$ cat src/sv/cfc_pkg.sv
// ----------------------------------------------------------------------------
// cfc_pkg
// Shared types, codes and lookup functions for the codepoint fold and
// classify pipeline.
// ----------------------------------------------------------------------------
package cfc_pkg;

    localparam int CP_W = 21;

    // Fold path chosen for an item
    typedef enum logic [2:0] {
        FK_CODE,
        FK_MARK,
        FK_LATIN1,
        FK_EXTA,
        FK_BYTES
    } fold_kind_t;

    // Case offset added ahead of re-encoding
    typedef enum logic [1:0] {
        ADD_NONE,
        ADD_20,
        ADD_50
    } case_add_t;

    typedef struct packed {
        logic is_token_char;
        logic is_digit;
        logic is_upper_ascii;
        logic is_lower_or_digit;
        logic is_underscore;
    } flags_t;

    // Decode stage result
    typedef struct packed {
        flags_t             flags;
        fold_kind_t         kind;
        case_add_t          add;
        logic [CP_W-1:0]    code;
    } dec_t;

    // Map stage result
    typedef struct packed {
        flags_t             flags;
        fold_kind_t         kind;
        logic [CP_W-1:0]    code;
        logic [1:0]         n;
        logic [7:0]         b0;
        logic [7:0]         b1;
    } map_t;

    // Final result item
    typedef struct packed {
        flags_t             flags;
        logic [2:0]         byte_count;
        logic [7:0]         byte_0;
        logic [7:0]         byte_1;
        logic [7:0]         byte_2;
        logic [7:0]         byte_3;
    } res_t;

    typedef struct packed {
        logic [1:0] n;
        logic [7:0] b0;
        logic [7:0] b1;
    } letter_t;

    // Base letters for Latin Extended-A, first character for 0x100
    localparam logic [8*128-1:0] EXT_A_BASE =
        {"aaaaaaccccccccddddeeeeeeeeeegggggggghhhhiiiiiiiiiiiijjkkk",
         "llllllllllnnnnnnnnnoooooooorrrrrrssssssssttttttuuuuuuuuuuuu",
         "wwyyyzzzzzzs"};

    function automatic logic [7:0] ext_a_base(input logic [6:0] idx);
        logic [6:0] rev;
        begin
            rev = ~idx;
            return EXT_A_BASE[{rev, 3'b000} +: 8];
        end
    endfunction

    // Reduce a Latin-1 letter to its base letter or two-letter expansion
    function automatic letter_t latin1_fold(input logic [7:0] c);
        logic [7:0] u;
        letter_t    r;
        begin
            u = (c >= 8'hE0 && c != 8'hFF) ? c - 8'h20 : c;
            r.n  = 2'd1;
            r.b0 = "y";
            r.b1 = 8'h00;
            if (c != 8'hFF) begin
                case (u) inside
                    8'hDD:            r.b0 = "y";
                    [8'hC0:8'hC5]:    r.b0 = "a";
                    8'hC6:
                    begin
                        r.n  = 2'd2;
                        r.b0 = "a";
                        r.b1 = "e";
                    end
                    8'hC7:            r.b0 = "c";
                    [8'hC8:8'hCB]:    r.b0 = "e";
                    [8'hCC:8'hCF]:    r.b0 = "i";
                    8'hD0:            r.b0 = "d";
                    8'hD1:            r.b0 = "n";
                    [8'hD2:8'hD6],
                    8'hD8:            r.b0 = "o";
                    [8'hD9:8'hDC]:    r.b0 = "u";
                    8'hDE:
                    begin
                        r.n  = 2'd2;
                        r.b0 = "t";
                        r.b1 = "h";
                    end
                    8'hDF:
                    begin
                        r.n  = 2'd2;
                        r.b0 = "s";
                        r.b1 = "s";
                    end
                    default:
                    begin
                        r.n  = 2'd0;
                        r.b0 = 8'h00;
                    end
                endcase
            end
            return r;
        end
    endfunction

endpackage

$ cat src/sv/cfc_decode.sv
// ----------------------------------------------------------------------------
// cfc_decode
// First stage: range tests on the codepoint, class flags and fold path.
// ----------------------------------------------------------------------------
module cfc_decode (
    input  logic                    clk,
    input  logic                    rst_n,
    input  logic                    valid_in,
    output logic                    stall_out,
    input  logic [cfc_pkg::CP_W-1:0] code_in,
    output logic                    valid_out,
    input  logic                    stall_in,
    output cfc_pkg::dec_t           data_out
);
    import cfc_pkg::*;

    logic            valid_reg;
    dec_t            data_reg;
    dec_t            data_next;
    logic            load;
    logic            digit;
    logic            upper;
    logic            lower;
    logic            under;
    logic            letter;
    logic            mark;
    logic            latin1;
    logic [CP_W-1:0] c;

    // Class flags and letter test
    always_comb
    begin
        c      = code_in;
        digit  = (c >= 21'h30) && (c <= 21'h39);
        upper  = (c >= 21'h41) && (c <= 21'h5A);
        lower  = (c >= 21'h61) && (c <= 21'h7A);
        under  = (c == 21'h5F);
        if (c < 21'h80) begin
            letter = upper || lower;
        end else begin
            letter = !((c <= 21'hBF) || (c == 21'hD7) || (c == 21'hF7)
                    || ((c >= 21'h2B0) && (c <= 21'h2FF))
                    || ((c >= 21'h2000) && (c <= 21'h2BFF))
                    || ((c >= 21'h2E00) && (c <= 21'h2E7F))
                    || ((c >= 21'h3000) && (c <= 21'h303F))
                    || ((c >= 21'hFE00) && (c <= 21'hFE0F))
                    || (c == 21'hFEFF)
                    || ((c >= 21'hFF01) && (c <= 21'hFF20)));
        end
        mark   = ((c >= 21'h300) && (c <= 21'h36F))
              || ((c >= 21'h1AB0) && (c <= 21'h1AFF))
              || ((c >= 21'h20D0) && (c <= 21'h20F0))
              || ((c >= 21'hFE20) && (c <= 21'hFE2F));
        latin1 = (c >= 21'hC0) && (c <= 21'hFF) && (c != 21'hD7) && (c != 21'hF7);
    end

    // Choose the fold path and case offset
    always_comb
    begin
        data_next.flags.is_token_char     = letter || digit || under;
        data_next.flags.is_digit          = digit;
        data_next.flags.is_upper_ascii    = upper;
        data_next.flags.is_lower_or_digit = lower || digit;
        data_next.flags.is_underscore     = under;
        data_next.code                    = c;
        data_next.kind                    = FK_CODE;
        data_next.add                     = ADD_NONE;
        if (c < 21'h80) begin
            data_next.add = upper ? ADD_20 : ADD_NONE;
        end else if (mark) begin
            data_next.kind = FK_MARK;
        end else if (latin1) begin
            data_next.kind = FK_LATIN1;
        end else if ((c >= 21'h100) && (c <= 21'h17F)) begin
            data_next.kind = FK_EXTA;
        end else if (((c >= 21'h391) && (c <= 21'h3A9))
                  || ((c >= 21'h410) && (c <= 21'h42F))) begin
            data_next.add = ADD_20;
        end else if ((c >= 21'h400) && (c <= 21'h40F)) begin
            data_next.add = ADD_50;
        end
    end

    // Stage register: advance unless the held item is stalled
    assign stall_out = valid_reg && stall_in;
    assign load      = !stall_out;

    always_ff @(posedge clk or negedge rst_n)
    begin
        if (!rst_n) begin
            valid_reg <= 1'b0;
        end else if (load) begin
            valid_reg <= valid_in;
        end
    end

    always_ff @(posedge clk)
    begin
        if (load && valid_in) begin
            data_reg <= data_next;
        end
    end

    assign valid_out = valid_reg;
    assign data_out  = data_reg;

endmodule

$ cat src/sv/cfc_map.sv
// ----------------------------------------------------------------------------
// cfc_map
// Second stage: base-letter lookup and case offset on the codepoint.
// ----------------------------------------------------------------------------
module cfc_map (
    input  logic           clk,
    input  logic           rst_n,
    input  logic           valid_in,
    output logic           stall_out,
    input  cfc_pkg::dec_t  data_in,
    output logic           valid_out,
    input  logic           stall_in,
    output cfc_pkg::map_t  data_out
);
    import cfc_pkg::*;

    logic    valid_reg;
    map_t    data_reg;
    map_t    data_next;
    logic    load;
    letter_t lat;

    // Fold letters to bytes, apply case offset to plain codepoints, pass marks on
    always_comb
    begin
        lat             = latin1_fold(data_in.code[7:0]);
        data_next.flags = data_in.flags;
        data_next.kind  = data_in.kind;
        data_next.code  = data_in.code;
        data_next.n     = 2'd0;
        data_next.b0    = 8'h00;
        data_next.b1    = 8'h00;
        case (data_in.kind)
            FK_LATIN1:
            begin
                data_next.kind = FK_BYTES;
                data_next.n    = lat.n;
                data_next.b0   = lat.b0;
                data_next.b1   = lat.b1;
            end
            FK_EXTA:
            begin
                data_next.kind = FK_BYTES;
                data_next.n    = 2'd1;
                data_next.b0   = ext_a_base(data_in.code[6:0]);
            end
            FK_CODE:
            begin
                case (data_in.add)
                    ADD_20:  data_next.code = data_in.code + 21'h20;
                    ADD_50:  data_next.code = data_in.code + 21'h50;
                    default: data_next.code = data_in.code;
                endcase
            end
            default:
            begin
                data_next.kind = data_in.kind;
            end
        endcase
    end

    // Stage register: advance unless the held item is stalled
    assign stall_out = valid_reg && stall_in;
    assign load      = !stall_out;

    always_ff @(posedge clk or negedge rst_n)
    begin
        if (!rst_n) begin
            valid_reg <= 1'b0;
        end else if (load) begin
            valid_reg <= valid_in;
        end
    end

    always_ff @(posedge clk)
    begin
        if (load && valid_in) begin
            data_reg <= data_next;
        end
    end

    assign valid_out = valid_reg;
    assign data_out  = data_reg;

endmodule

$ cat src/sv/cfc_encode.sv
// ----------------------------------------------------------------------------
// cfc_encode
// Third stage: UTF-8 encoding of the folded codepoint into the result item.
// ----------------------------------------------------------------------------
module cfc_encode (
    input  logic           clk,
    input  logic           rst_n,
    input  logic           valid_in,
    output logic           stall_out,
    input  cfc_pkg::map_t  data_in,
    output logic           valid_out,
    input  logic           stall_in,
    output cfc_pkg::res_t  data_out
);
    import cfc_pkg::*;

    logic            valid_reg;
    res_t            data_reg;
    res_t            data_next;
    logic            load;
    logic [CP_W-1:0] c;

    // Build the output bytes
    always_comb
    begin
        c                    = data_in.code;
        data_next.flags      = data_in.flags;
        data_next.byte_count = 3'd0;
        data_next.byte_0     = 8'h00;
        data_next.byte_1     = 8'h00;
        data_next.byte_2     = 8'h00;
        data_next.byte_3     = 8'h00;
        case (data_in.kind)
            FK_BYTES:
            begin
                data_next.byte_count = {1'b0, data_in.n};
                data_next.byte_0     = data_in.b0;
                data_next.byte_1     = data_in.b1;
            end
            FK_CODE:
            begin
                if (c < 21'h80) begin
                    data_next.byte_count = 3'd1;
                    data_next.byte_0     = {1'b0, c[6:0]};
                end else if (c < 21'h800) begin
                    data_next.byte_count = 3'd2;
                    data_next.byte_0     = {3'b110, c[10:6]};
                    data_next.byte_1     = {2'b10, c[5:0]};
                end else if (c < 21'h10000) begin
                    data_next.byte_count = 3'd3;
                    data_next.byte_0     = {4'b1110, c[15:12]};
                    data_next.byte_1     = {2'b10, c[11:6]};
                    data_next.byte_2     = {2'b10, c[5:0]};
                end else begin
                    data_next.byte_count = 3'd4;
                    data_next.byte_0     = {5'b11110, c[20:18]};
                    data_next.byte_1     = {2'b10, c[17:12]};
                    data_next.byte_2     = {2'b10, c[11:6]};
                    data_next.byte_3     = {2'b10, c[5:0]};
                end
            end
            default:
            begin
                data_next.byte_count = 3'd0;
            end
        endcase
    end

    // Output register: advance unless the held item is stalled
    assign stall_out = valid_reg && stall_in;
    assign load      = !stall_out;

    always_ff @(posedge clk or negedge rst_n)
    begin
        if (!rst_n) begin
            valid_reg <= 1'b0;
        end else if (load) begin
            valid_reg <= valid_in;
        end
    end

    always_ff @(posedge clk)
    begin
        if (load && valid_in) begin
            data_reg <= data_next;
        end
    end

    assign valid_out = valid_reg;
    assign data_out  = data_reg;

endmodule

$ cat src/sv/codepoint_fold_and_classify.sv
// ----------------------------------------------------------------------------
// codepoint_fold_and_classify
// Tokenizer front end: classifies one codepoint and folds it to UTF-8 bytes.
// ----------------------------------------------------------------------------
// Path: input accept to result valid passes the decode, map and encode registers in order.
// Throughput: one item per cycle; each stage holds only while its item stalls.
// Reset: rst_n clears the stage valid bits at once; no memories, no warm-up.
// ----------------------------------------------------------------------------
module codepoint_fold_and_classify (
    input  logic        clk,
    input  logic        rst_n,
    input  logic        in_valid,
    output logic        in_stall,
    input  logic [20:0] code_point,
    output logic        out_valid,
    input  logic        out_stall,
    output logic        is_token_char,
    output logic        is_digit,
    output logic        is_upper_ascii,
    output logic        is_lower_or_digit,
    output logic        is_underscore,
    output logic [2:0]  byte_count,
    output logic [7:0]  byte_0,
    output logic [7:0]  byte_1,
    output logic [7:0]  byte_2,
    output logic [7:0]  byte_3
);
    import cfc_pkg::*;

    logic dec_valid;
    logic dec_stall;
    dec_t dec_data;
    logic map_valid;
    logic map_stall;
    map_t map_data;
    res_t res;

    // Decode stage
    cfc_decode u_decode (
        .clk       (clk),
        .rst_n     (rst_n),
        .valid_in  (in_valid),
        .stall_out (in_stall),
        .code_in   (code_point),
        .valid_out (dec_valid),
        .stall_in  (dec_stall),
        .data_out  (dec_data)
    );

    // Map stage
    cfc_map u_map (
        .clk       (clk),
        .rst_n     (rst_n),
        .valid_in  (dec_valid),
        .stall_out (dec_stall),
        .data_in   (dec_data),
        .valid_out (map_valid),
        .stall_in  (map_stall),
        .data_out  (map_data)
    );

    // Encode stage
    cfc_encode u_encode (
        .clk       (clk),
        .rst_n     (rst_n),
        .valid_in  (map_valid),
        .stall_out (map_stall),
        .data_in   (map_data),
        .valid_out (out_valid),
        .stall_in  (out_stall),
        .data_out  (res)
    );

    // Unpack the result item
    assign is_token_char     = res.flags.is_token_char;
    assign is_digit          = res.flags.is_digit;
    assign is_upper_ascii    = res.flags.is_upper_ascii;
    assign is_lower_or_digit = res.flags.is_lower_or_digit;
    assign is_underscore     = res.flags.is_underscore;
    assign byte_count        = res.byte_count;
    assign byte_0            = res.byte_0;
    assign byte_1            = res.byte_1;
    assign byte_2            = res.byte_2;
    assign byte_3            = res.byte_3;

endmodule

$ cat config.mk
export PLATFORM = sky130hd
export DESIGN_NAME = codepoint_fold_and_classify
export DESIGN_NICKNAME = d
export VERILOG_FILES = /design/src/sv/cfc_pkg.sv /design/src/sv/cfc_decode.sv /design/src/sv/cfc_map.sv /design/src/sv/cfc_encode.sv /design/src/sv/codepoint_fold_and_classify.sv
export SDC_FILE = /design/constraint.sdc
export NUM_CORES = 1
export LEC_CHECK = 0
export BUFFER_PORTS_ARGS = -buffer_cell sky130_fd_sc_hd__buf_2
export CAP_MARGIN = 20
export CELL_PAD_IN_SITES_DETAIL_PLACEMENT = 0
export CELL_PAD_IN_SITES_GLOBAL_PLACEMENT = 1
export CORE_UTILIZATION = 29
export CTS_CLUSTER_DIAMETER = 100
export DETAILED_ROUTE_END_ITERATION = 12
export PLACE_DENSITY_LB_ADDON = 0.1
export SETUP_SLACK_MARGIN = 0.3
export SLEW_MARGIN = 10
export SYNTH_ARGS = -nofsm -noshare
export SYNTH_HDL_FRONTEND = slang
export SYNTH_SLANG_ARGS = --single-unit
$ cat constraint.sdc
create_clock -name clk -period 3.95 [get_ports clk]
set_input_delay 0.1975 -clock clk [delete_from_list [all_inputs] [get_ports clk]]
set_output_delay 0.1975 -clock clk [all_outputs]
set_load 0.01 [all_outputs]
==> out/results.tsv <==
metric	value	unit
status	finished, final reports clean	
vias in the first global route	4786	
Static Leak	0.00255	uW
largest net degree at the start of global routing	43	
# diodes	0	
Total GRT Usage	0.159	
Die Ht	149	um
WS Path Type	reg -> reg	
share of cells above drive strength 1	0.168	
sequential share of power	0.534	
Async SR Flop Fraction	0.0268	
initial core utilization	0.296	
yosys warns	0	
Max-Cap Viols	0	
part of the power in combinational logic	0.148	
worst skew pair latency	0.35	ns
Int Power	2020	uW
Worst Path Max Fanout	10	
register area share after synthesis	0.536	
WL/cell	18.1	um
Final Hold Viols	0	
Fmax	332	MHz
htree depth	3	
initial DRC count	319	
main flop type after synthesis	edfxtp_1	
Clock Path Buffers	2	
Clk pwr share	0.318	
synthesized netlist cell count	624	
initial antenna violation count	0	
DR vias/cell	5.31	
IO Port Bufs	64	
EDFF count, synth	109	
worst setup slack after layout	0.934	ns
# fillers	2144	
clock buffer count from CTS	9	
depth of the worst register-to-register path	8	
Placer Congestion	0.870	
dpl ws	0.966	ns
Ports	67	
fin crit period	3.02	ns
Worst Setup End Kind	register	
slew margin rel.	0.334	
detailed placement HPWL	12600	um
CTS tree	built	
NumNets Final	701	
TNS Setup	0	ns
Die X	149	um
Switching Share	0.282	
Net Sw Power	795	uW
# setup viols final	0	
Root Driver	clkbuf_16	
synthesized area	0.00625	mm^2
fin crit share	0.764	
most common cell after layout, fill and taps aside	edfxtp_1	
worst vdd ir	0.000182	V
Max Slew Vio Count	0	
CORE AREA	0.0211	mm^2
PwrDens	393	mW/mm^2
CP startpoint kind	register	
First-pass DRT Iterations	4	
Final Skew	0.0106	ns
unrepaired setup endpoints after global routing	false	
Critical Path RT	4.06	ns
Reg clk slew, reported paths	0.08	ns
overall routed net length	17200	um
Post-DRT Antenna Nets	0	
HP Class	in -> reg	
Area growth syn-to-layout	14.6	%
post-layout util	0.340	
drc violations	0	
FF+latch count, synth	112	
Die ar.	0.0221	mm^2
row count	53	
total grt overflow	0	
commonest non-fill, non-tap cells in the layout	edfxtp_1, nand2_1, buf_2	
hold_ws	0.0414	ns
global-route wire length before repair	26900	um
via count	5037	
Synth Area per Inst	10.0	um^2
CTS sink count	112	
WP data arrival	3.13	ns
Least-Margin Pin Slew	0.998	ns
hold path depth	1	
Netlist cell types	73	
==> metal layers <==
layer	global-route usage	part of all wire	vias to the layer above
met1	0.211	0.46	2426
met5	0	0	-
met4	0.0643	0.023	0
li1	-	-	2466
met2	0.262	0.48	121
met3	0.0211	0.035	24
==> synthesized netlist by cell type (3+ instances only) <==
master      n  area (um^2)
a31oi_1     7         43.8
nand4_1    12         75.1
nor2_1     46          173
ha_1        7         87.6
o21ai_0    50          250
o211ai_1    4         30.0
nor2b_1     5         31.3
or3_1       9         56.3
nand2_1    72          270
o22ai_1     3         18.8
and2_1      9         56.3
or4_1       6         45.0
or2_2       4         25.0
o211a_1     3         30.0
a221oi_1    5         43.8
buf_2       3         15.0
a21o_1      7         52.6
nor3_1     18         90.1
and3_1     10         62.6
nand2b_1    6         37.5
a22o_1      5         43.8
mux2i_1     4         40.0
clkbuf_1   40          150
nor4_1      8         50.1
a21boi_0    3         22.5
nand3_1    19         95.1
edfxtp_1  109         3270
buf_4       4         30.0
a211oi_1    5         37.5
o31ai_1    10         75.1
dfrtp_1     3         75.1
o32ai_1     3         26.3
o21a_1      6         45.0
a21oi_1    54          270
inv_1      13         48.8
==> worst max-delay path, stage by stage, from the launching register on <==
cell	delay (ns)
edfxtp_1	0.41
inv_2	0.18
ha_1	0.28
or3b_2	0.51
a2111oi_0	0.65
a221o_1	0.31
or2_1	0.16
nor2_1	0.05
a32o_1	0.22
==> final cells by class <==
class                      instances  area, um^2  share of cell area
tap                              275         344              0.0480
timing repair buffer              80         455              0.0636
inverter                          15        56.3             0.00786
multi-input combinational        451        2670               0.372
sequential                       112        3350               0.467
clock buffer                      10         229              0.0320
clock inverter                     6        62.6             0.00873
==> through the flow <==
| stage | power (uW) | cells | instance area, um^2 |
|---|---|---|---|
| final | 2820 | 949 | 7160 |
| after global routing | 2950 | 949 | 7160 |
| after CTS | 2850 | 948 | 7140 |
| after detailed placement | 1950 | 931 | 6840 |
| after global placement | 1950 | 931 | 6840 |
| after floorplan | 1770 | 626 | 6260 |
==> worst paths after layout <==
kind | slack (ns) | end | startpoint
min reg2reg | 0.42 | u_encode.data_out[38] | u_map.data_out[45]
max | 0.93 | u_map.data_out[10] | u_decode.data_out[5]
min in group asynchronous | 0.16 | u_encode.valid_out | rst_n
max in group asynchronous | 3.68 | u_map.valid_out | rst_n
max reg2reg | 0.93 | u_map.data_out[10] | u_decode.data_out[5]
min | 0.04 | u_decode.data_out[16] | code_point[16]
==> kinds of logic after synthesis <==
group                      Yosys count  share of synthesized area
DFF                                112                      0.536
AOI/OAI and AO/OA                  194                      0.200
xor gates and xnor gates             2                    0.00280
and+or+nand+nor                    241                      0.200
adders and majority gates            7                     0.0140
buffers and inverters               63                     0.0408
other                                1                   0.000600
muxes                                4                    0.00641
==> registers in the layout (all words and copies together), names as in the netlist <==
name	cells
u_map.data_out	42
u_encode.data_out	37
u_decode.data_out	30
u_decode.valid_out	1
u_encode.valid_out	1
u_map.valid_out	1
==> what timing repair did <==
item | in CTS | in global routing
setup buffers | 0 | 0
endpoints found under the hold margin | 3 | 0
hold buffers | 1 | 0
gates resized for setup | 0 | 0
==> power by group through the flow <==
stage / Sequential (uW) / Combinational (uW) / Clock [uW]
6_report: 1500 / 416 / 896
5_1_grt: 1520 / 462 / 969
4_1_cts: 1510 / 416 / 924
3_5_place_dp: 1530 / 414 / 0
3_3_place_gp: 1530 / 412 / 0
2_1_floorplan: 1520 / 250 / 0
Power figures use the tool's default switching activity.
